[src/sio_ram.sv]
module sio_ram #(
  parameter int Width = 8,
  parameter int Depth = 16
) (
  input  logic                     clk_i,
  input  logic                     we_i,
  input  logic [$clog2(Depth)-1:0] waddr_i,
  input  logic [Width-1:0]         wdata_i,
  input  logic [$clog2(Depth)-1:0] raddr_i,
  output logic [Width-1:0]         rdata_o
);

  logic [Width-1:0] mem [Depth];

  always_ff @(posedge clk_i) begin
    if (we_i) begin
      mem[waddr_i] <= wdata_i;
    end
    rdata_o <= mem[raddr_i];
  end

endmodule

[config.mk]
export PLATFORM = sky130hd
export DESIGN_NAME = sio_ram
export DESIGN_NICKNAME = d
export VERILOG_FILES = /design/src/sio_ram.sv
export SDC_FILE = /design/constraint.sdc
export NUM_CORES = 1
export LEC_CHECK = 0
export BUFFER_PORTS_ARGS = -buffer_cell sky130_fd_sc_hd__buf_4
export CAP_MARGIN = 20
export CORE_MARGIN = 3
export CORE_UTILIZATION = 54
export DETAILED_ROUTE_END_ITERATION = 7
export PLACE_DENSITY = 0.73
export SYNTH_ARGS = -nofsm -noshare
export SYNTH_HDL_FRONTEND = slang
export SYNTH_SLANG_ARGS = --single-unit
[constraint.sdc]
create_clock -name clk_i -period 1.8 [get_ports clk_i]
set_input_delay 0.36 -clock clk_i [delete_from_list [all_inputs] [get_ports clk_i]]
set_output_delay 0.36 -clock clk_i [all_outputs]
set_load 0.05 [all_outputs]
# After elaboration in Yosys (flattened, before gate mapping)
# Memory sizes are Yosys's and may differ from the RTL's. A register that Yosys moved wholly into a read port is not among the register bits.
# Index checks and enable logic that the tools add are counted.
[word_totals]
regBits = 0
ram_bits = 128
n_memories = 1
out_inout_bits = 8
[classes]
muxes = 2
[mem_list]
columns = ["name", "words", "word_bits", "read_ports", "rd_clocked_by_memory_dff", "write_ports", "line", "rtl"]
rows = [
  ["mem", 16, 8, 1, 1, 1, "13", "logic [Width-1:0] mem [Depth];"],
]
[op_table]
columns = ["operator", "n"]
rows = [
  ["1-bit 2-to-1 mux", 2],
]

# Depth between registers and ports, before layout
# Gate-level depths: netlist of run 1.
[logic_depth]
ltp_word = 2
depth_mapped = 5
depth_no_buf = 3

# Worst setup path before layout of run 1
# Ideal clock, no wire load.
[synth_timing]
kind = "input to register"
from = "input port waddr_i[2]"
to = "memory mem[0][0] (enable)"
setup_ns = 0.383
n_path_buf = 0
arrival_time_ns = 1.470
t_required_ns = 1.417
setup_slack_ns = -0.053
cell_stages = 2
cell_sequence = "or3b_2 -> nor3_1"
[synth_lines]
columns = ["item", "line", "rtl"]
rows = [
  ["from (decl)", "7", "input logic [$clog2(Depth)-1:0] waddr_i,"],
  ["to (decl)", "13", ""],
]
# Straight into the memory's write port.

# Worst setup path after layout of run 1
[layout_timing]
from = "register rdata_o[4] (read register of mem)"
to = "output port rdata_o[4]"
[layout_lines]
columns = ["item", "line", "rtl"]
rows = [
  ["from (decl)", "10", "output logic [Width-1:0] rdata_o"],
]
# No word-level cell between the ends.

==> summary.txt, run 1 <==
Pwr
  • Lkg Pwr: 2.16 nW
  • Pwr Total: 0.00763 W
  • P per Cell Area: 1220 nW/um^2
  • Logic gate share of total power: 0.057
  • Sw power: 0.00154 W
  • P_int: 0.00608 W
  • Sequential share of power: 0.467
  • Peak supply drop: 0.741 mV
  • Clk pwr share: 0.475
  • Sw Share: 0.202

Synthesis
  • Adder-cell share of the synthesized area: 0
  • Syn_area_per_cell: 22.5 sq um
  • Post-Syn Instances: 229
  • Post-Synthesis Cell Area: 5150 sq um
  • Compound-Gate Fraction of Synth Area: 0.0233
  • Largest family of logic cells by synthesized area: multiplexers
  • Main synth FF type: edfxtp_1
  • Async set-or-reset flop fraction in the synthesized netlist: 0
  • Register area share after synthesis: 0.778
  • XOR/XNOR Fraction of Synth Area: 0
  • Post-synth cell types: 19
  • Simple-gate share of the synthesized area: 0.0318
  • Post-synth EDFFs: 128
  • Net count after synthesis: 247
  • Post-synthesis mux area share: 0.150
  • Cell accounting for the most synthesized area: edfxtp_1
  • YS warnings: 0
  • Area contributors post-synth: edfxtp_1 (75%), mux4_2 (7.9%), mux4_1 (7.1%), dfxtp_1 (3.1%), a22oi_1 (2.3%)
  • Area share of the largest cell type after synthesis: 0.747
  • #FFs+latches synth: 136

Timing
  • Final min period: 1.44 ns
  • FMAX: 0.692 GHz
  • Worst Max-Slew Pin Slew: 0.473 ns
  • Slew Limit Fails: 0
  • Final setup fails: 0
  • RSZ-0062 raised after global routing: false
  • Final hold viol count: 0
  • Relative slew margins: 0.684
  • Final worst-path cycle share: 0.802
  • Worst Skew: 0.00491 ns
  • TNS Setup: 0 ns
  • Hold WS: 0.146 ns

Clocking
  • Clk Latency, worst-skew pair: 0.51 ns
  • CTS tree: built
  • CTS buffer count: 17
  • Clock root cell: clkbuf_8
  • Register clock-pin slew on the reported worst setup and hold paths: 0.06 ns
  • # resized after CTS: 0
  • H-tree Lvls: 4
  • Worst-case clock buffer depth: 2
  • Hold-fix buffers, CTS: 0
  • CTS sink cnt: 136
  • Post-CTS setup buffer count: 0

Critical path
  • CP max stage cell: dfxtp_1
  • CP max stage delay: 0.36 ns
  • CP Buf/Inv Count: 1
  • Worst EP arrival: 1.08 ns
  • CP Launch Type: register
  • Worst EP required: 1.44 ns
  • Largest fanout on the critical path: 1
  • Crit path max-delay family: flip-flops
  • CP Class: register to output port
  • Crit path cell chain: buf_4
  • Crit end category: output port

Placement
  • Placer Congestion: 0.763
  • IO Port Bufs: 25
  • Post-DP HPWL: 6.14 mm

Hold path
  • HP Class: primary input to register

Die
  • Die ar.: 10700 sq um
  • Die width: 104 um
  • Die Y-Extent: 104 um
  • Starting Density: 0.573
  • Core Region: 8980 sq um
  • Num ports: 26
  • Row cnt: 34

Run status
  • Status: finished clean

Global routing
  • Via count of the first global-routing pass: 2729
  • Initial antenna violation count: 0
  • Total GRT Usage: 0.217
  • GRT overflow: 0
  • Pin count of the biggest net entering global routing: 21
  • First-pass GRT wire length: 16.5 mm

Final layout
  • Seq. cell area: 4000 sq um
  • Most common cell after layout, fill and taps aside: edfxtp_1
  • Ant diodes: 0
  • Fill count: 543
  • Area grow syn2layout: 21.4%
  • Most frequent cells in the layout: edfxtp_1 (128), buf_4 (46), mux4_2 (18)
  • Multi-input logic area: 1060 sq um
  • Share of layout cells above drive strength 1: 0.331
  • Final core utilization: 0.696
  • Layout Nets: 305

Detailed routing
  • Antenna viol nets, final: 0
  • Routed WL: 10.7 mm
  • Vias: 2505
  • Drt first pass iters: 5
  • Vias per cell: 5.89
  • DR WL/cell: 25.2 um
  • DRC: 0
  • DRT iter0 DRCs: 187

Run
  • Max cap viols: 0
cells in the mapped netlist (all sizes together) (2+ instances only):
master,n
edfxtp,128
mux4,32
a22oi,16
nor2,13
nand2,9
dfxtp,8
buf,7
nor3,4
clkdlybuf4s25,3
nand2b,2
nand3b,2
per-stage QoR:
stage               setup WS (ns)  cells  instance area, sq um
floorplan                   0.174    229                  5150
global placement            0.109    394                  5630
detailed placement         0.0681    394                  5630
CTS                         0.330    425                  6250
global route                0.319    425                  6250
finish                      0.356    425                  6250
logic make-up (layout without fill, tap and decap cells):
logic type      count (synthesis)  count (layout)
flops                         136             136
buf+inv                        10              80
mux                            32              32
compound gates                 16              16
simple gates                   35              35
power groups by stage:
stage	logic [W]	registers, W	clock network (W)
finish	0.000436	0.00357	0.00363
global route	0.000467	0.00357	0.00383
CTS	0.000440	0.00357	0.00366
detailed placement	0.000436	0.00363	0
global placement	0.000426	0.00363	0
floorplan	0.000180	0.00370	0
registers in the layout, indices dropped and copies added, names as in the netlist:
register  count
mem         128
rdata_o       8
layout make-up:
cell class,instances,area share
timing repair buffer,49,0.0649
sequential,136,0.641
clock inverter,14,0.0330
tap,126,0.0252
clock buffer,17,0.0663
multi-input combinational,83,0.170
metal layers:
layer  global-route usage  vias up  part of all wire
met4               0.0693        0            0.0095
met3               0.0591       13             0.084
li1                     -     1089                 -
met2                0.333      135              0.49
met5                    0        -                 0
met1                0.309     1268              0.42
final timing paths:
path,from,endpoint,slack [ns],cells after the start
setup / recovery,rdata_o[4],rdata_o[4],0.36,1
hold / removal,wdata_i[4],mem[14][4],0.15,1
setup reg to reg,mem[7][5],rdata_o[5],0.46,3
hold reg to reg,mem[15][4],rdata_o[4],0.67,3
Power figures use the tool's default switching activity.
==> run 2, diff against run 1 <==
CORE_UTILIZATION = 58   (was 54)
PLACE_DENSITY = 0.75   (was 0.73)
clock period = 1.5 ns   (was 1.8 ns; I/O delays follow)
==> run 2 against run 1 <==
  * Total power increased by 19%
  * Clock skew increased by 0.0020 ns
  * Register-to-register slack got worse by 0.42 ns
  * Clock power up 17%
  * Flip-flop and latch count stayed put
  * Utilization grew 4.6 points
  * Die area shrank 6.5%
  * Via count up 0.96%
  * Cell count shrank 4.0%
  * Global-route usage is 0.81 points higher
  * Sequential share of layout area about the same
  * Critical path depth up 2
  * Critical endpoint is now rdata_o[6]
  * Largest power group is now registers
==> summary.txt, run 2 (synthesized netlist as in run 1, its figures left out) <==
Run status
  • Status: finished clean (unchanged)

Placement
  • Pre-CTS setup slack: -0.236 ns (was 0.0681 ns)
  • Placer Congestion: 0.732 (was 0.763)
  • IO Port Bufs: 25 (unchanged)
  • Post-DP HPWL: 6.26 mm (was 6.14 mm)

Timing
  • Final setup fails: 0 (unchanged)
  • Final min period: 1.46 ns
  • Worst Skew: 0.00688 ns (was 0.00491 ns)
  • Relative slew margins: 0.504 (was 0.684)
  • Final worst setup slack: 0.0359 ns (was 0.356 ns)
  • Final hold viol count: 0 (unchanged)
  • FMAX: 0.683 GHz
  • Final worst-path cycle share: 0.976
  • Slew Limit Fails: 0 (unchanged)
  • RSZ-0062 raised after global routing: false (unchanged)
  • Hold WS: 0.0968 ns (was 0.146 ns)
  • TNS Setup: 0 ns (unchanged)
  • Worst Max-Slew Pin Slew: 0.742 ns (was 0.473 ns)

Detailed routing
  • DRC: 0 (unchanged)
  • Antenna viol nets, final: 0 (unchanged)
  • Routed WL: 10.3 mm (was 10.7 mm)
  • DRT iter0 DRCs: 204 (was 187)
  • DR WL/cell: 25.2 um (about the same)
  • Drt first pass iters: 4 (was 5)
  • Vias per cell: 6.20 (was 5.89)
  • Vias: 2529 (was 2505)

Clocking
  • Clock root cell: clkbuf_8 (unchanged)
  • CTS tree: built (unchanged)
  • Register clock-pin slew on the reported worst setup and hold paths: 0.06 ns (about the same)
  • Hold-fix buffers, CTS: 0 (unchanged)
  • # resized after CTS: 0 (unchanged)
  • H-tree Lvls: 4 (unchanged)
  • Post-CTS setup buffer count: 0 (unchanged)
  • Clk Latency, worst-skew pair: 0.51 ns (about the same)
  • CTS buffer count: 17 (unchanged)
  • Worst-case clock buffer depth: 2 (unchanged)
  • CTS sink cnt: 136 (unchanged)

Hold path
  • HP Class: primary input to register (unchanged)
  • Min-delay src: wdata_i[3] (was wdata_i[4])
  • Cells on Worst Hold Path: 1 (unchanged)
  • Worst Hold End: mem[13][3] (was mem[14][4])

Global routing
  • Pin count of the biggest net entering global routing: 17 (was 21)
  • Total GRT Usage: 0.225 (was 0.217)
  • Via count of the first global-routing pass: 2660 (was 2729)
  • First-pass GRT wire length: 15.5 mm (was 16.5 mm)
  • Initial antenna violation count: 0 (unchanged)
  • GRT overflow: 0 (unchanged)

Final layout
  • Share of layout cells above drive strength 1: 0.337 (was 0.331)
  • Layout Nets: 308 (was 305)
  • Area grow syn2layout: 21.4% (about the same)
  • Largest registers: mem x128, rdata_o x8 (unchanged)
  • Most frequent cells in the layout: edfxtp_1 (128), buf_4 (48), mux4_2 (18) (was edfxtp_1 (128), buf_4 (46), mux4_2 (18))
  • Max reg flops: 128 (unchanged)
  • Ant diodes: 0 (unchanged)
  • Largest Register: mem (unchanged)
  • Most common cell after layout, fill and taps aside: edfxtp_1 (unchanged)

Critical path
  • R2r setup slk: 0.04 ns (was 0.46 ns)
  • Reg2reg path depth: 3 (unchanged)
  • Worst EP required: 1.89 ns (was 1.44 ns)
  • Worst EP arrival: 1.86 ns (was 1.08 ns)
  • Largest fanout on the critical path: 1 (unchanged)
  • CP max stage cell: mux4_2 (was dfxtp_1)
  • CP Class: register to register (was register to output port)
  • Crit path max-delay family: multiplexers (was flip-flops)
  • CP Launch Type: register (unchanged)
  • Crit path cell chain: mux4_2 -> a22oi_1 -> nand2_1 (was buf_4)
  • Start of the worst register-to-register path: mem[2][6] (was mem[7][5])
  • CP max stage delay: 0.53 ns (was 0.36 ns)
  • Worst r2r dst: rdata_o[6] (was rdata_o[5])
  • Crit end category: register (was output port)
  • CP Buf/Inv Count: 0 (was 1)

Die
  • Row cnt: 33 (was 34)
  • Num ports: 26 (unchanged)
  • Starting Density: 0.611 (was 0.573)
  • Die Y-Extent: 100 um (was 104 um)
  • Die width: 100 um (was 104 um)
  • Die ar.: 10000 sq um (was 10700 sq um)
  • Core Region: 8420 sq um (was 8980 sq um)

Pwr
  • Peak supply drop: 0.950 mV (was 0.741 mV)
  • P per Cell Area: 1450 nW/um^2 (was 1220 nW/um^2)
  • Pwr Total: 0.00905 W (was 0.00763 W)
  • Lkg Pwr: 2.17 nW (was 2.16 nW)

Run
  • Max cap viols: 0 (unchanged)
[run 2: cell types whose count changed in the layout (fill, tap and decap cells not counted), sizes merged]
| cell | previous run | this run |
|---|---|---|
| clkinvlp | 2 | 3 |
| inv | 0 | 1 |
| clkinv | 7 | 4 |
| buf | 49 | 52 |
| clkbuf | 17 | 20 |
| bufinv | 5 | 4 |
[run 2: layer usage]
layer	GRT usage	vias to the layer above	routed length (um)
met5	0	-	0
met4	0.0839	0	197
met3	0.0695	18	645
li1	-	1096	-
met2	0.346	94	5130
met1	0.310	1321	4290
[run 2: how the worst max path moves through the flow]
stage          startpoint         end  slack, ns  depth (start not counted)
3_3_place_gp   raddr_i[0]  rdata_o[3]      -0.19                          5
5_1_grt        mem[10][3]  rdata_o[3]      0.008                          3
2_1_floorplan  waddr_i[2]   mem[3][0]      -0.07                          2
4_1_cts         mem[2][6]  rdata_o[6]       0.06                          3
3_5_place_dp   raddr_i[0]  rdata_o[3]      -0.24                          5
6_report        mem[2][6]  rdata_o[6]       0.04                          3
[run 2: through the flow]
stage | util | instance area [sq um] | cells
finish | 0.742 | 6250 | 408
global route | 0.742 | 6250 | 408
CTS | 0.742 | 6250 | 408
detailed placement | 0.669 | 5640 | 376
global placement | 0.669 | 5640 | 376
floorplan | - | 5150 | 229
[run 2: final cells by class]
cell class / count / area, sq um
multi-input cells: 83 / 1060
clock buffers: 20 / 435
fillers: 483 / 2170
clock inverters: 12 / 175
repair buffers: 52 / 440
flip-flops and latches: 136 / 4000
well taps: 105 / 131
[run 2: worst reg2reg max path: stages, from the launching register on]
cell      delay, ns
edfxtp_1       0.42
mux4_2         0.53
a22oi_1        0.31
nand2_1        0.09
[run 2: where the power goes]
part / internal (W) / total [W] / leakage (nW) / switching [W]
Combinational: 0.000219 / 0.000532 / 0.650 / 0.000313
Sequential: 0.00425 / 0.00428 / 1.22 / 0.0000311
Clock: 0.00274 / 0.00424 / 0.291 / 0.00150
Total: 0.00721 / 0.00905 / 2.17 / 0.00184
==> run 3, diff against run 2 <==
CTS_BUF_LIST = sky130_fd_sc_hd__clkbuf_4   (was not set)
==> run 3 against run 2 <==
  * Worst hold slack improved by 0.023 ns
  * Routed wire length shrank 9.0%
  * Global-route usage shrank 1.7 points
  * Critical endpoint is now rdata_o[7]
  * Non-clock buffer count is the same
  * Via count is 3.6% lower
  * Clock power down 39%
  * Cell count up 0.25%
  * Sequential share of layout area increased by 3.0 points
==> summary.txt, run 3 (synthesized netlist as in run 1, its figures left out) <==
Global routing
  • Total GRT Usage: 0.208 (was 0.225)
  • First-pass GRT wire length: 14.6 mm (was 15.5 mm)
  • Initial antenna violation count: 1 (was 0)
  • Via count of the first global-routing pass: 2591 (was 2660)
  • Pin count of the biggest net entering global routing: 17 (unchanged)
  • GRT overflow: 0 (unchanged)

Placement
  • Post-DP HPWL: 6.26 mm (unchanged)
  • Placer Congestion: 0.732 (unchanged)
  • Pre-CTS setup slack: -0.236 ns (unchanged)
  • IO Port Bufs: 25 (unchanged)

Timing
  • Worst Max-Slew Pin Slew: 0.784 ns (was 0.742 ns)
  • Slew Limit Fails: 0 (unchanged)
  • Final setup fails: 0 (unchanged)
  • Worst Skew: 0.0163 ns (was 0.00688 ns)
  • FMAX: 0.718 GHz (was 0.683 GHz)
  • RSZ-0062 raised after global routing: false (unchanged)
  • TNS Setup: 0 ns (unchanged)
  • Final worst-path cycle share: 0.929 (was 0.976)
  • Final worst setup slack: 0.107 ns (was 0.0359 ns)
  • Final hold viol count: 0 (unchanged)
  • Relative slew margins: 0.476 (was 0.504)
  • Final min period: 1.39 ns (was 1.46 ns)

Detailed routing
  • Drt first pass iters: 4 (unchanged)
  • DR WL/cell: 22.9 um (was 25.2 um)
  • Routed WL: 9.35 mm (was 10.3 mm)
  • Vias: 2437 (was 2529)
  • DRT iter0 DRCs: 210 (was 204)
  • Antenna viol nets, final: 0 (unchanged)
  • Vias per cell: 5.96 (was 6.20)
  • DRC: 0 (unchanged)

Run status
  • Status: finished clean (unchanged)

Critical path
  • CP Class: register to output port (was register to register)
  • CP max stage cell: dfxtp_1 (was mux4_2)
  • Crit path max-delay family: flip-flops (was multiplexers)
  • Crit end category: output port (was register)
  • CP Launch Type: register (unchanged)
  • CP Buf/Inv Count: 1 (was 0)
  • Worst EP required: 1.20 ns (was 1.89 ns)
  • R2r setup slk: 0.13 ns (was 0.04 ns)
  • Crit path cell chain: buf_4 (was mux4_2 -> a22oi_1 -> nand2_1)
  • CP max stage delay: 0.40 ns (was 0.53 ns)
  • Worst EP arrival: 1.09 ns (was 1.86 ns)
  • Largest fanout on the critical path: 1 (unchanged)

Clocking
  • Clock root cell: clkbuf_4 (was clkbuf_8)
  • Worst-case clock buffer depth: 2 (unchanged)
  • Post-CTS setup buffer count: 0 (unchanged)
  • CTS buffer count: 17 (unchanged)
  • Register clock-pin slew on the reported worst setup and hold paths: 0.12 ns (was 0.06 ns)
  • CTS tree: built (unchanged)
  • H-tree Lvls: 4 (unchanged)
  • # resized after CTS: 0 (unchanged)
  • Hold-fix buffers, CTS: 0 (unchanged)
  • Clk Latency, worst-skew pair: 0.48 ns (was 0.51 ns)
  • CTS sink cnt: 136 (unchanged)

Die
  • Die width: 100 um (unchanged)
  • Die ar.: 10000 sq um (unchanged)
  • Die Y-Extent: 100 um (unchanged)
  • Starting Density: 0.611 (unchanged)
  • Row cnt: 33 (unchanged)
  • Core Region: 8420 sq um (unchanged)
  • Num ports: 26 (unchanged)

Pwr
  • Peak supply drop: 0.731 mV (was 0.950 mV)
  • Lkg Pwr: 2.04 nW (was 2.17 nW)
  • Sw Share: 0.213 (was 0.204)
  • P_int: 0.00582 W (was 0.00721 W)
  • Logic gate share of total power: 0.071 (was 0.059)
  • P per Cell Area: 1240 nW/um^2 (was 1450 nW/um^2)
  • Sequential share of power: 0.578 (was 0.473)
  • Clk pwr share: 0.351 (was 0.468)
  • Sw power: 0.00158 W (was 0.00184 W)

Final layout
  • Share of layout cells above drive strength 1: 0.343 (was 0.337)
  • Most frequent cells in the layout: edfxtp_1 (128), buf_4 (48), clkbuf_4 (19) (was edfxtp_1 (128), buf_4 (48), mux4_2 (18))
  • Largest Register: mem (unchanged)
  • Fill count: 524 (was 483)
  • Largest registers: mem x128, rdata_o x8 (unchanged)
  • Layout Nets: 308 (unchanged)
  • Most common cell after layout, fill and taps aside: edfxtp_1 (unchanged)
  • Max reg flops: 128 (unchanged)
  • Area grow syn2layout: 15.9% (was 21.4%)

Run
  • Max cap viols: 0 (unchanged)

Hold path
  • HP Class: primary input to register (unchanged)
[run 3: cell types whose count changed in the layout (fill, tap and decap cells not counted)]
cell,delta
a22oi_1,-1
clkbuf_4,+19
clkbuf_1,-2
a22oi_2,+1
diode_2,+1
clkbuf_16,-16
clkbuf_8,-2
clkinv_1,+1
[run 3: final cells by class]
cell class,instances,area [sq um],share of cell area
Sequential cell,136,4000,0.671
Multi-Input combinational cell,83,1070,0.179
Clock inverter,13,179,0.0300
Antenna cell,1,2.50,0.000419
Tap cell,105,131,0.0220
Clock buffer,19,143,0.0239
Timing Repair Buffer,52,440,0.0738
[run 3: through the flow]
stage | cell area [sq um] | hold WS, ns | power, W | utilization | std cells
6_report | 5970 | 0.119 | 0.00739 | 0.708 | 409
5_1_grt | 5970 | 0.0658 | 0.00768 | 0.708 | 409
4_1_cts | 5960 | 0.0868 | 0.00744 | 0.708 | 408
3_5_place_dp | 5640 | 0.616 | 0.00489 | 0.669 | 376
3_3_place_gp | 5640 | 0.597 | 0.00487 | 0.669 | 376
2_1_floorplan | 5150 | 0.399 | 0.00465 | - | 229
[run 3: worst paths after layout]
| check | startpoint | endpoint | depth (start not counted) |
|---|---|---|---|
| max | rdata_o[7] | rdata_o[7] | 1 |
| min | wdata_i[0] | mem[7][0] | 1 |
| max reg2reg | mem[10][3] | rdata_o[3] | 3 |
| min reg2reg | mem[15][4] | rdata_o[4] | 3 |
[run 3: per-layer routing]
metal	up-vias	part of all wire	GRT usage
met4	0	0.0081	0.0715
met5	-	0	0
met1	1253	0.43	0.292
li1	1094	-	-
met3	6	0.061	0.0598
met2	84	0.50	0.321
[run 3: power groups by stage]
stage          logic (W)  registers [W]  clock network (W)
2_1_floorplan   0.000216        0.00443                  0
3_3_place_gp    0.000516        0.00435                  0
3_5_place_dp    0.000529        0.00436                  0
4_1_cts         0.000530        0.00427            0.00264
5_1_grt         0.000564        0.00428            0.00284
6_report        0.000526        0.00427            0.00260
