===== config.mk =====
export PLATFORM = sky130hd
export DESIGN_NAME = sio_exec
export DESIGN_NICKNAME = d
export VERILOG_FILES = /design/src/sio_pkg.sv /design/src/sio_exec.sv
export SDC_FILE = /design/constraint.sdc
export NUM_CORES = 1
export LEC_CHECK = 0
export CORE_MARGIN = 3
export CORE_UTILIZATION = 55
export DETAILED_ROUTE_END_ITERATION = 8
export DONT_BUFFER_PORTS = 1
export GPL_TIMING_DRIVEN = 0
export PLACE_DENSITY = 0.76
export SLEW_MARGIN = 20
export SYNTH_ARGS = -nofsm -noshare
export SYNTH_HDL_FRONTEND = slang
export SYNTH_SLANG_ARGS = --single-unit

===== constraint.sdc =====
create_clock -name vclk -period 4
set_input_delay 0.6 -clock vclk [all_inputs]
set_output_delay 0.6 -clock vclk [all_outputs]
set_load 0.05 [all_outputs]

===== src/sio_pkg.sv =====
package sio_pkg;

  localparam int NUM_DEVICES     = 11;
  localparam int NUM_GLOBAL_REGS = 48;
  localparam int DEV_DEPTH       = NUM_DEVICES * 256;
  localparam int MEM_DEPTH       = DEV_DEPTH + NUM_GLOBAL_REGS;
  localparam int AW              = $clog2(MEM_DEPTH);

  localparam logic [7:0] KEY_ON    = 8'h55;
  localparam logic [7:0] KEY_OFF   = 8'hAA;
  localparam logic [7:0] GPIO_MASK = 8'h83;
  localparam logic [7:0] LOCK_MASK = 8'h0F;
  localparam logic [7:0] G22_RST   = 8'h39;
  localparam logic [7:0] CHIP_RST  = 8'h03;
  localparam logic [7:0] ID_RTC    = 8'h30;
  localparam logic [7:0] ID_NOAPM  = 8'h02;

  localparam logic [9:0] PORT_IDX_A  = 10'h0EA;
  localparam logic [9:0] PORT_DATA_A = 10'h0EB;
  localparam logic [9:0] PORT_IDX_B  = 10'h0F9;
  localparam logic [9:0] PORT_IDX_C  = 10'h0FB;

  localparam logic [7:0] G_CTRL  = 8'h03;
  localparam logic [7:0] G_LDN   = 8'h07;
  localparam logic [7:0] G_ID    = 8'h20;
  localparam logic [7:0] G_REV   = 8'h21;
  localparam logic [7:0] G_PWR   = 8'h22;

  localparam logic [7:0] B_FDC  = 8'd0;
  localparam logic [7:0] B_IDE1 = 8'd1;
  localparam logic [7:0] B_IDE2 = 8'd2;
  localparam logic [7:0] B_LPT  = 8'd3;
  localparam logic [7:0] B_SER1 = 8'd4;
  localparam logic [7:0] B_SER2 = 8'd5;
  localparam logic [7:0] B_RTC  = 8'd6;
  localparam logic [7:0] B_KBD  = 8'd7;
  localparam logic [7:0] B_AUX  = 8'd8;
  localparam logic [7:0] B_ABUS = 8'd9;
  localparam logic [7:0] B_ACPI = 8'd10;

  localparam int RM_GPIO     = 0;
  localparam int RM_FDC      = 1;
  localparam int RM_LPT      = 2;
  localparam int RM_UART0    = 3;
  localparam int RM_UART1    = 4;
  localparam int RM_ABUS     = 5;
  localparam int RM_NVR_PRI  = 6;
  localparam int RM_NVR_SEC  = 7;
  localparam int RM_NVR_LOCK = 8;
  localparam int RM_AUXIO    = 9;
  localparam int RM_ACPI     = 10;
  localparam int RM_FDC_MODE = 11;

  localparam logic CFG_CHIP_ID = 1'b0;
  localparam logic CFG_APM     = 1'b1;

  typedef struct packed {
    logic       func;
    logic [9:0] port;
    logic [7:0] wdata;
  } req_t;

  typedef struct packed {
    logic       unl;
    logic       fks;
    logic [7:0] idx;
    logic [7:0] g7;
    logic [7:0] g22;
    logic [7:0] rtc63;
    logic [7:0] chip;
    logic       apm;
  } st_t;

  typedef struct packed {
    logic [7:0]  rd;
    logic        mode;
    logic [11:0] mask;
  } res_t;

  function automatic logic [7:0] rtc_dflt(logic [7:0] chip);
    return (chip == ID_RTC) ? 8'h70 : 8'h00;
  endfunction

  function automatic logic [7:0] mem_dflt(logic [AW-1:0] a);
    logic [7:0] bank;
    logic [7:0] r;
    logic [7:0] v;
    bank = 8'(a >> 8);
    r    = a[7:0];
    v    = 8'h00;
    if (32'(a) >= DEV_DEPTH) begin
      r = 8'(32'(a) - DEV_DEPTH);
      case (r)
        8'h03: v = 8'h03;
        8'h21: v = 8'h01;
        8'h24: v = 8'h04;
        8'h26: v = 8'hF0;
        8'h27: v = 8'h03;
        default: v = 8'h00;
      endcase
    end else begin
      case (bank)
        B_FDC: case (r)
          8'h30: v = 8'h01; 8'h60: v = 8'h03; 8'h61: v = 8'hF0; 8'h70: v = 8'h06;
          8'h74: v = 8'h02; 8'hF0: v = 8'h0E; 8'hF2: v = 8'hFF; default: v = 8'h00;
        endcase
        B_IDE1: case (r)
          8'h60: v = 8'h01; 8'h61: v = 8'hF0; 8'h62: v = 8'h03; 8'h63: v = 8'hF6;
          8'h70: v = 8'h0E; 8'hF0: v = 8'h0C; default: v = 8'h00;
        endcase
        B_IDE2: case (r)
          8'h60: v = 8'h01; 8'h61: v = 8'h70; 8'h62: v = 8'h03; 8'h63: v = 8'h76;
          8'h70: v = 8'h0F; default: v = 8'h00;
        endcase
        B_LPT: case (r)
          8'h30: v = 8'h01; 8'h60: v = 8'h03; 8'h61: v = 8'h78; 8'h70: v = 8'h07;
          8'h74: v = 8'h04; 8'hF0: v = 8'h3C; default: v = 8'h00;
        endcase
        B_SER1: case (r)
          8'h30: v = 8'h01; 8'h60: v = 8'h03; 8'h61: v = 8'hF8; 8'h70: v = 8'h04;
          8'hF0: v = 8'h03; default: v = 8'h00;
        endcase
        B_SER2: case (r)
          8'h30: v = 8'h01; 8'h60: v = 8'h02; 8'h61: v = 8'hF8; 8'h70: v = 8'h03;
          8'h74: v = 8'h04; 8'hF1: v = 8'h02; 8'hF2: v = 8'h03; default: v = 8'h00;
        endcase
        B_RTC: case (r)
          8'h30: v = 8'h01; 8'hF4: v = 8'h03; default: v = 8'h00;
        endcase
        B_KBD: case (r)
          8'h30: v = 8'h01; 8'h61: v = 8'h60; 8'h70: v = 8'h01; default: v = 8'h00;
        endcase
        default: v = 8'h00;
      endcase
    end
    return v;
  endfunction

endpackage


===== src/sio_exec.sv =====
module sio_exec (
  input  sio_pkg::req_t   req_i,
  input  sio_pkg::st_t    st_i,
  input  logic [7:0]      old_i,
  output sio_pkg::st_t    st_o,
  output sio_pkg::res_t   res_o,
  output logic            mem_we_o,
  output logic [7:0]      mem_wdata_o
);
  import sio_pkg::*;

  logic       is_idx;
  logic       blk;
  logic       is63;
  logic [7:0] val;
  logic [7:0] idx;
  logic [7:0] bank;
  logic [7:0] prev;
  logic [7:0] keep;
  logic [7:0] vx;
  logic       reg_io;

  always_comb begin
    st_o        = st_i;
    res_o       = '0;
    mem_we_o    = 1'b0;
    mem_wdata_o = old_i;
    val         = req_i.wdata;
    idx         = st_i.idx;
    bank        = st_i.g7;
    blk         = 1'b0;
    is63        = 1'b0;
    prev        = old_i;
    keep        = 8'h00;
    vx          = 8'h00;
    reg_io      = (idx == 8'h30) || (idx == 8'h60) || (idx == 8'h61) || (idx == 8'h70);

    is_idx = ~req_i.port[0];
    if (req_i.port == PORT_IDX_A || req_i.port == PORT_IDX_B || req_i.port == PORT_IDX_C) begin
      is_idx = 1'b1;
    end else if (req_i.port == PORT_DATA_A) begin
      is_idx = 1'b0;
    end

    if (req_i.func) begin
      if (is_idx) begin
        if (val == KEY_ON && !st_i.unl) begin
          if (st_i.fks) begin
            st_o.unl = 1'b1;
            st_o.fks = 1'b0;
          end else begin
            st_o.fks = 1'b1;
          end
        end else if (st_i.unl) begin
          if (val == KEY_OFF) begin
            st_o.unl = 1'b0;
          end else begin
            st_o.idx = val;
          end
        end else begin
          st_o.fks = 1'b0;
        end
      end else if (st_i.unl) begin
        if (32'(idx) < NUM_GLOBAL_REGS) begin
          if (idx == G_ID || idx == G_REV) begin
            mem_we_o = 1'b0;
          end else if (idx == G_LDN) begin
            st_o.g7 = val;
          end else if (idx == G_PWR) begin
            vx = val ^ st_i.g22;
            st_o.g22 = val;
            res_o.mask[RM_FDC]   = vx[0];
            res_o.mask[RM_LPT]   = vx[3];
            res_o.mask[RM_UART0] = vx[4];
            res_o.mask[RM_UART1] = vx[5];
            res_o.mask[RM_ABUS]  = vx[6] && (st_i.chip != ID_NOAPM);
          end else if (idx == G_CTRL) begin
            vx = val ^ old_i;
            mem_we_o = 1'b1;
            mem_wdata_o = val & GPIO_MASK;
            res_o.mask[RM_GPIO] = |(vx & GPIO_MASK);
          end else begin
            mem_we_o = 1'b1;
            mem_wdata_o = val;
          end
        end else begin
          blk = (32'(bank) >= NUM_DEVICES)
              || (idx[7:4] == 4'h7 && bank < B_SER1)
              || bank == B_IDE1 || bank == B_IDE2 || bank == B_KBD
              || (bank == B_RTC && st_i.chip != ID_RTC)
              || (bank == B_ABUS && !st_i.apm && st_i.chip == ID_NOAPM)
              || (bank == B_ACPI && !st_i.apm);
          if (!blk) begin
            is63 = (bank == B_RTC) && (idx == 8'h63);
            prev = is63 ? st_i.rtc63 : old_i;
            if (bank == B_RTC && idx == 8'hF0) begin
              keep = old_i & LOCK_MASK;
            end
            vx = val ^ prev;
            if (is63) begin
              st_o.rtc63 = val | keep;
            end else begin
              mem_we_o = 1'b1;
              mem_wdata_o = val | keep;
            end
            case (bank)
              B_FDC: begin
                if (idx == 8'h30 || idx == 8'h60 || idx == 8'h61) begin
                  if (idx == 8'h30 && val[0]) st_o.g22[0] = 1'b1;
                  res_o.mask[RM_FDC] = |vx;
                end else if ((idx == 8'hF0 && |(vx & 8'h11)) || (idx == 8'hF1 && |(vx & 8'h0C))
                             || (idx == 8'hF2 && |vx)
                             || (idx >= 8'hF4 && idx <= 8'hF7 && |(vx & 8'h18))) begin
                  res_o.mask[RM_FDC_MODE] = 1'b1;
                end
              end
              B_LPT: begin
                if (reg_io) begin
                  if (idx == 8'h30 && val[0]) st_o.g22[3] = 1'b1;
                  res_o.mask[RM_LPT] = |vx;
                end
              end
              B_SER1: begin
                if (reg_io) begin
                  if (idx == 8'h30 && val[0]) st_o.g22[4] = 1'b1;
                  res_o.mask[RM_UART0] = |vx;
                end
              end
              B_SER2: begin
                if (reg_io) begin
                  if (idx == 8'h30 && val[0]) st_o.g22[5] = 1'b1;
                  res_o.mask[RM_UART1] = |vx;
                end
              end
              B_ABUS: begin
                if (reg_io) begin
                  if (idx == 8'h30 && val[0]) st_o.g22[6] = 1'b1;
                  res_o.mask[RM_ABUS] = |vx;
                end
              end
              B_RTC: begin
                if (|vx) begin
                  if (idx == 8'h30) begin
                    res_o.mask[RM_NVR_PRI] = 1'b1;
                    res_o.mask[RM_NVR_SEC] = 1'b1;
                  end else if (idx == 8'h62 || idx == 8'h63) begin
                    res_o.mask[RM_NVR_SEC] = 1'b1;
                  end else if (idx == 8'hF0) begin
                    res_o.mask[RM_NVR_LOCK] = 1'b1;
                  end
                end
              end
              B_AUX: res_o.mask[RM_AUXIO] = reg_io && |vx;
              B_ACPI: res_o.mask[RM_ACPI] = (reg_io || (idx >= 8'h60 && idx <= 8'h63)) && |vx;
              default: res_o.mask = '0;
            endcase
          end
        end
      end
    end else begin
      res_o.rd = 8'hFF;
      if (st_i.unl) begin
        if (is_idx) begin
          res_o.rd = idx;
        end else if (32'(idx) < NUM_GLOBAL_REGS) begin
          case (idx)
            G_ID:    res_o.rd = st_i.chip;
            G_LDN:   res_o.rd = st_i.g7;
            G_PWR:   res_o.rd = st_i.g22;
            default: res_o.rd = old_i;
          endcase
        end else if (32'(bank) < NUM_DEVICES) begin
          res_o.rd = (bank == B_RTC && idx == 8'h63) ? st_i.rtc63 : old_i;
        end
      end
    end
    res_o.mode = st_o.unl;
  end

endmodule

Word level (Yosys, flattened, before mapping)

Cells that the tools add are included.

Order comparisons: 8
Eq/ne operators: 34
Mux-type cells: 105
Bitwise logic cells: 5
Reduce and logical (&&, ||, !) cells: 44

Operator list:

| operator                                                                            | number |
|---|---|
| 8-bit two-way mux                                                                   | 28 |
| 1-bit two-way mux                                                                   | 52 |
| 8-bit by 7-bit equality test with 1-bit output, second input constant               | 6 |
| 12-bit two-way mux                                                                  | 4 |
| 24-bit two-way mux                                                                  | 2 |
| 10-bit by 8-bit equality test with 1-bit output, second input constant              | 4 |
| 8-bit by 3-bit equality test with 1-bit output, second input constant               | 5 |
| 34-bit two-way mux                                                                  | 1 |
| 8-bit by 2-bit equality test with 1-bit output, second input constant               | 4 |
| 8-bit by 6-bit equality test with 1-bit output, second input constant               | 4 |
| 8-bit equality test, second input constant                                          | 4 |
| 8-bit by 4-bit equality test with 1-bit output, second input constant               | 3 |
| 6-bit two-way mux                                                                   | 4 |
| 8-bit case mux with 3 select lines                                                  | 1 |
| 1-bit logical AND                                                                   | 18 |
| 1-bit logical OR                                                                    | 18 |
| 9-bit two-way mux                                                                   | 2 |
| 16-bit two-way mux                                                                  | 1 |
| 8-bit XOR                                                                           | 2 |
| 4-bit two-way mux                                                                   | 3 |
| 10-bit two-way mux                                                                  | 1 |
| 8-bit by 1-bit equality test with 1-bit output, second input constant               | 1 |
| 8-bit by 4-bit greater-or-equal comparator with 1-bit output, second input constant | 1 |
| 8-bit by 7-bit greater-or-equal comparator with 1-bit output, second input constant | 1 |
| 21 further kinds                                                                    | 26 |

Register bits: 0
Input port bits: 70
Output and inout bits: 73
Word-level logic and storage cells: 196

Longest topological paths before layout

Gate-level depths: netlist of the first run.

Depth in word-level cells: 21
Mapped depth: 10
Gate-level depth less buffers: 8

Least setup slack after synthesis of the first run

Ideal clock, no wire load.

Kind: input port to output port
From: input port st_i[35] in the netlist's numbering
To: output port res_o[9] in the netlist's numbering
Arrival: 3.570 ns
Required time: 3.400 ns
Path slack: -0.170 ns
Stages: 9
Path buffers: 2
Path through: buf_2 > nor4b_2 > and4_1 > buf_6 > mux2i_1 > a22oi_1 > and3_4 > nand2b_1 > nor4_1

RTL lines:

| item        | RTL line      | RTL |
|---|---|---|
| from (decl) | sio_exec.sv:3 | `input sio_pkg::st_t st_i,` |
| to (decl)   | sio_exec.sv:6 | `output sio_pkg::res_t res_o,` |

==> results by group, run 1 <==
Run status
  • Outcome: finished, final reports clean

Min path
  • Hold path cells: 1
  • Min-delay worst type: in2out
  • Hold path start: st_i[5]

Place
  • Cell count after placement: between 300 and 400
  • RePlAce Congestion: 0.9769
  • Post-DP HPWL: about 7300 µm
  • Port-buffer cells: 0

Yosys
  • Mapped Nets: slightly above 400
  • Post-synthesis sequential area ratio: 0%
  • Synth Cell Area: between 0.002 and 0.0025 mm²
  • Post-Syn Instances: around 330
  • Yosys cell types: 63
  • Yosys warnings: 0
  • Avg Cell Area, Syn: between 6 and 7 µm²

Finish
  • Flip-flop and latch count: 0
  • Commonest non-fill, non-tap cell in the layout: a21oi_1
  • Diode count: 0
  • # fillers: roughly 370
  • Highest-count cells in the layout ignoring fill and taps: 24 x a21oi_1, 22 x nand2_1, 22 x nor2_1
  • Final nets: 407
  • Proportion of layout cells with a drive suffix above 1: a little under a quarter
  • Clock buffers: 0
  • Layout area overhead: 9.131%
  • Non-filler instance count after layout: 383
  • Sequential cell area: 0 µm²

GRT
  • Vias in the first global route: around 2600
  • GRT Util Overall: 33.75%
  • Initial antenna violation count: 0
  • Pin count of the biggest net entering global routing: 11
  • Grt ovf: 0
  • First-pass GRT wire length: about 14000 µm

STA
  • Period Utilization, post-route: ~100%
  • Least-Margin Pin Slew: 1.093 ns
  • Post-route setup TNS: 0 ns
  • Slew Viols, Final: 0
  • Min Tclk post-route: 3.999 ns
  • Final setup viols: 0
  • Fmax: 250.1 MHz
  • RSZ-0062 raised after global routing: true
  • Final hold vios: 0
  • Slew headroom: 27.34%

Critical path
  • Crit start category: input pin
  • Worst setup EP type: output pin
  • Critical Path RT: around 3.4 ns
  • Arrival @ worst endpoint: 3.40 ns
  • Critical path launch point: st_i[35]
  • CP Class: in2out
  • CP Max Fanout: 10

Detailed routing
  • Via/cell ratio: around 7.4
  • Wirelength, routed: 8970 µm
  • Drt first pass iters: 5
  • Routed length per placed instance: 23.42 µm
  • Drt drc: 0
  • Vias: between 2000 and 3000
  • DR iter-0 viols: ~320
  • Post-route antenna net violation count: 0

Power and ir drop
  • Sw power: 242.2 µW
  • Pwr Total: between 300 and 400 µW
  • Internal power: 76.71 µW
  • Lkg Pwr: around 0.85 nW
  • Switching share of power: between 70% and 80%
  • Clock share of power: 0%
  • Seq pwr share: 0%
  • Maximum VDD drop: around 65 µV
  • Power per cell area: 129.3 mW/mm²
  • Combinational Power Share: 100.0%

Floorplanning
  • Die X: roughly 70 µm
  • FP Rows: 22
  • Starting Density: 59.52%
  • Chip height: 70.12 µm
  • Boundary Pins: ~140
  • Total die area: around 0.005 mm²
  • Core area: 0.003799 mm²

Clock tree
  • Post-CTS setup buffers: 0

Flow run
  • Max cap viols: 0
critical path: stages:
cell and delay (ns):
buf_2 0.15, or4b_1 0.55, nor2_1 0.17, inv_1 0.10, or3_1 0.36, nor3_2 0.37, buf_4 0.25, nor2_1 0.05
a21oi_1 0.78
synthesized netlist by cell type (7+ instances only):
library cell	n	area (µm²)
o21ai_0	14	70.07
nor2_1	22	82.58
and2_1	7	43.79
mux2_2	17	191.4
a211oi_1	10	75.07
nor4_1	8	50.05
buf_4	13	97.59
inv_1	9	33.78
nand2_1	22	82.58
xor2_1	11	96.34
clkbuf_1	17	63.81
mux2i_1	21	210.2
a21oi_1	36	180.2
a221oi_1	9	78.83
buf_2	7	35.03
a22o_1	7	61.31
o21ai_1	7	35.03
cell type report:
| class | count | area [µm²] | share of cell area, % |
|---|---|---|---|
| multi-input cells | 282 | 2127 | 86.21 |
| inverters | 10 | 37.54 | 1.521 |
| well taps | 48 | 60.06 | 2.434 |
| repair buffers | 2 | 15.01 | 0.6085 |
| plain buffers | 41 | 227.7 | 9.229 |
logic make-up (layout without fill, tap and decap cells):
group,count (synthesis),count (layout),synth area share [%]
simple gates,116,116,30.27
xor+xnor,17,17,6.585
buf+inv,51,53,11.73
mux,39,39,18.26
compound gates,110,110,33.15
metal layers:
| metal | track usage, % | part of all wire (%) | up-vias |
|---|---|---|---|
| met5 | 0 | 0 | - |
| met4 | 8.723 | 2.5 | 0 |
| met2 | 54.98 | 46 | 211 |
| li1 | - | - | 1269 |
| met1 | 44.95 | 40 | 1318 |
| met3 | 6.906 | 12 | 20 |
final timing paths:
kind / slack (ns) / to
max: 0.001 / st_o[12]
min: 1.37 / st_o[5]
through the flow:
stage | utilization (%) | setup slack [ns] | cell area [µm²] | hold WS, ns
CTS | 64.06 | -0.001589 | 2434 | 1.368
global route | 64.95 | -0.1550 | 2467 | 1.369
floorplan | - | -0.09076 | 2275 | 1.367
finish | 64.95 | 0.001471 | 2467 | 1.368
detailed placement | 63.60 | -0.03592 | 2416 | 1.368
global placement | 61.46 | -0.4298 | 2335 | 1.369
power groups by stage:
stage | Sequential (mW) | Combinational, mW | Clock (mW)
after detailed placement | 0 | 0.309 | 0
after global routing | 0 | 0.333 | 0
after floorplan | 0 | 0.269 | 0
final | 0 | 0.319 | 0
after global placement | 0 | 0.306 | 0
after CTS | 0 | 0.312 | 0
what timing repair did:
action	CTS	global route
hold buffers	0	0
pin swaps	0	0
setup endpoints to repair	4	12
cloned	0	0
gates resized for setup	4	9
Note: power is estimated with default switching activity, not from simulation.
==> inputs of run 2 (changes only) <==
--- a/config.mk
+++ b/config.mk
@@ -5,12 +5,12 @@
 export SDC_FILE = /design/constraint.sdc
 export NUM_CORES = 1
 export LEC_CHECK = 0
+export BUFFER_PORTS_ARGS = -buffer_cell sky130_fd_sc_hd__buf_2
 export CORE_MARGIN = 3
-export CORE_UTILIZATION = 55
+export CORE_UTILIZATION = 49
 export DETAILED_ROUTE_END_ITERATION = 8
-export DONT_BUFFER_PORTS = 1
 export GPL_TIMING_DRIVEN = 0
-export PLACE_DENSITY = 0.76
+export PLACE_DENSITY = 0.95
 export SLEW_MARGIN = 20
 export SYNTH_ARGS = -nofsm -noshare
 export SYNTH_HDL_FRONTEND = slang
==> results by group, run 2 (same netlist as run 1, synthesis figures left out) <==
Critical path
  • Worst path cell trace: buf_2, nor4_4, and4_1, buf_6, mux2i_1, a22oi_1, and3_4, or4b_1, a21oi_1, buf_2
  • Arrival @ worst endpoint: 3.27 ns (-0.13 ns)
  • CP Class: in2out
  • Max incr delay on CP: 0.52 ns (-0.26 ns)
  • Slowest CP cell: or4b_1
  • Crit start category: input pin
  • Most numerous cell on the critical path: buf_2
  • CP Max Fanout: 7 (-3)
  • Worst setup EP type: output pin
  • Critical Path RT: 3.40 ns (about the same)

GRT
  • Initial antenna violation count: 0 (unchanged)
  • GRT Util Overall: 34.17% (+0.42 points)
  • First-pass GRT wire length: 14920 µm (+8.4%)
  • Vias in the first global route: 3051 (+17%)
  • Pin count of the biggest net entering global routing: 11 (unchanged)
  • Grt ovf: 0 (unchanged)

STA
  • Fmax: 258.2 MHz (+3.2%)
  • Period Utilization, post-route: 96.83% (-3.1 points)
  • Least-Margin Pin Slew: 0.8721 ns (-0.2212 ns)
  • Worst hold slack: 1.627 ns (+0.2589 ns)
  • Post-route setup TNS: 0 ns (unchanged)
  • Final hold vios: 0 (unchanged)
  • RSZ-0062 raised after global routing: false
  • Slew headroom: 41.22% (+14 points)
  • Final setup viols: 0 (unchanged)
  • Slew Viols, Final: 0 (unchanged)
  • Min Tclk post-route: 3.873 ns (-0.1253 ns)

Place
  • Port-buffer cells: 131 (+131)
  • Cell count after placement: 516 (+35%)
  • RePlAce Congestion: 1.089 (+11%)
  • Post-DP HPWL: 7823 µm (+7.5%)

Detailed routing
  • Drt first pass iters: 6 (+1)
  • Routed length per placed instance: 18.98 µm (-19%)
  • Drt drc: 0 (unchanged)
  • Wirelength, routed: 9794 µm (+9.2%)
  • Vias: 3393 (+20%)
  • Post-route antenna net violation count: 0 (unchanged)
  • DR iter-0 viols: 543 (+69%)
  • Via/cell ratio: 6.576 (-11%)

Flow run
  • Max cap viols: 0 (unchanged)

Clock tree
  • Post-CTS setup buffers: 0 (unchanged)
  • CTS hold repair buffers: 0 (unchanged)
  • Post-cts sizing count: 0 (-4)

Finish
  • Highest-count cells in the layout ignoring fill and taps: 138 x buf_2, 36 x a21oi_1, 22 x nand2_1, 22 x nor2_1, 21 x mux2i_1
  • Proportion of layout cells with a drive suffix above 1: 40.52% (+17 points)
  • Diode count: 0 (unchanged)
  • Clock buffers: 0 (unchanged)
  • Flip-flop and latch count: 0 (unchanged)
  • Layout area overhead: 32.48%
  • Sequential cell area: 0 µm² (unchanged)
  • Final core occ: 67.86% (+2.9 points)
  • # fillers: 402 (+8.4%)
  • Non-filler instance count after layout: 516 (+35%)
  • Final nets: 536 (+32%)
  • Commonest non-fill, non-tap cell in the layout: buf_2

Power and ir drop
  • Internal power: 115.6 µW (+51%)
  • Clock share of power: 0% (unchanged)
  • Seq pwr share: 0% (unchanged)
  • Combinational Power Share: 100.0% (about the same)
  • Power per cell area: 131.7 mW/mm² (+1.9%)
  • Maximum VDD drop: 80.78 µV (+25%)
  • Sw power: 278.9 µW (+15%)
  • Switching share of power: 70.69% (-5.3 points)
  • Lkg Pwr: 1.337 nW (+57%)

Min path
  • Hold path cells: 3 (+2)
  • Min-delay worst type: in2out

Floorplanning
  • Core area: 0.004414 mm² (+16%)
  • Starting Density: 51.22% (-8.3 points)
  • FP Rows: 24 (+9.1%)
  • Total die area: 0.005465 mm² (+11%)
  • Boundary Pins: 143 (unchanged)
  • Chip height: 73.93 µm (+5.4%)
  • Die X: 73.93 µm (+5.4%)

Run status
  • Outcome: finished, final reports clean
==> run 2: cell types whose count changed in the layout (fill, tap and decap cells not counted), moves of 2 or more <==
cell     change
o21ai_1      -5
o31ai_1      +2
o21ai_0      +5
o31ai_2      -2
buf_2      +131
buf_4        -2
a21oi_1     +12
nor4_1       +2
a21oi_2     -12
==> run 2: area by class of cell <==
type	instances	area, µm²	share of cell area [%]
multi-input combinational	282	2009	67.08
timing repair buffer	131	655.6	21.89
buffer	41	227.7	7.602
tap	52	65.06	2.172
inverter	10	37.54	1.253
==> run 2: worst paths after layout <==
kind / startpoint / to
worst max-delay path: st_i[29] / res_o[1]
worst min-delay path: st_i[0] / st_o[0]
==> run 2: through the flow <==
stage               power (mW)  cell area, µm²  setup WS, ns
global route            0.4158            2995       0.03131
floorplan               0.2691            2275      -0.09076
global placement        0.3817            2995        0.2462
finish                  0.3945            2995        0.1268
detailed placement      0.3865            2995        0.2140
CTS                     0.3877            2995        0.2150
==> run 2: power by group through the flow <==
stage | registers, mW | clock network (mW) | logic [mW]
finish | 0 | 0 | 0.395
global route | 0 | 0 | 0.416
global placement | 0 | 0 | 0.382
floorplan | 0 | 0 | 0.269
CTS | 0 | 0 | 0.388
detailed placement | 0 | 0 | 0.387
==> run 2: worst max-delay path, delay by kind of cell <==
family | cells | cell delay, ns
AOI/OAI and AO/OA | 2 | 0.35
muxes | 1 | 0.24
buffers and inverters | 3 | 0.58
and+or+nand+nor | 4 | 1.50
==> run 2: metal layers <==
layer	up-vias	part of all wire [%]	track usage, %
li1	1521	-	-
met1	1552	39	46.54
met2	291	46	57.68
met3	29	12	2.462
met4	0	2.7	9.256
met5	-	0	0
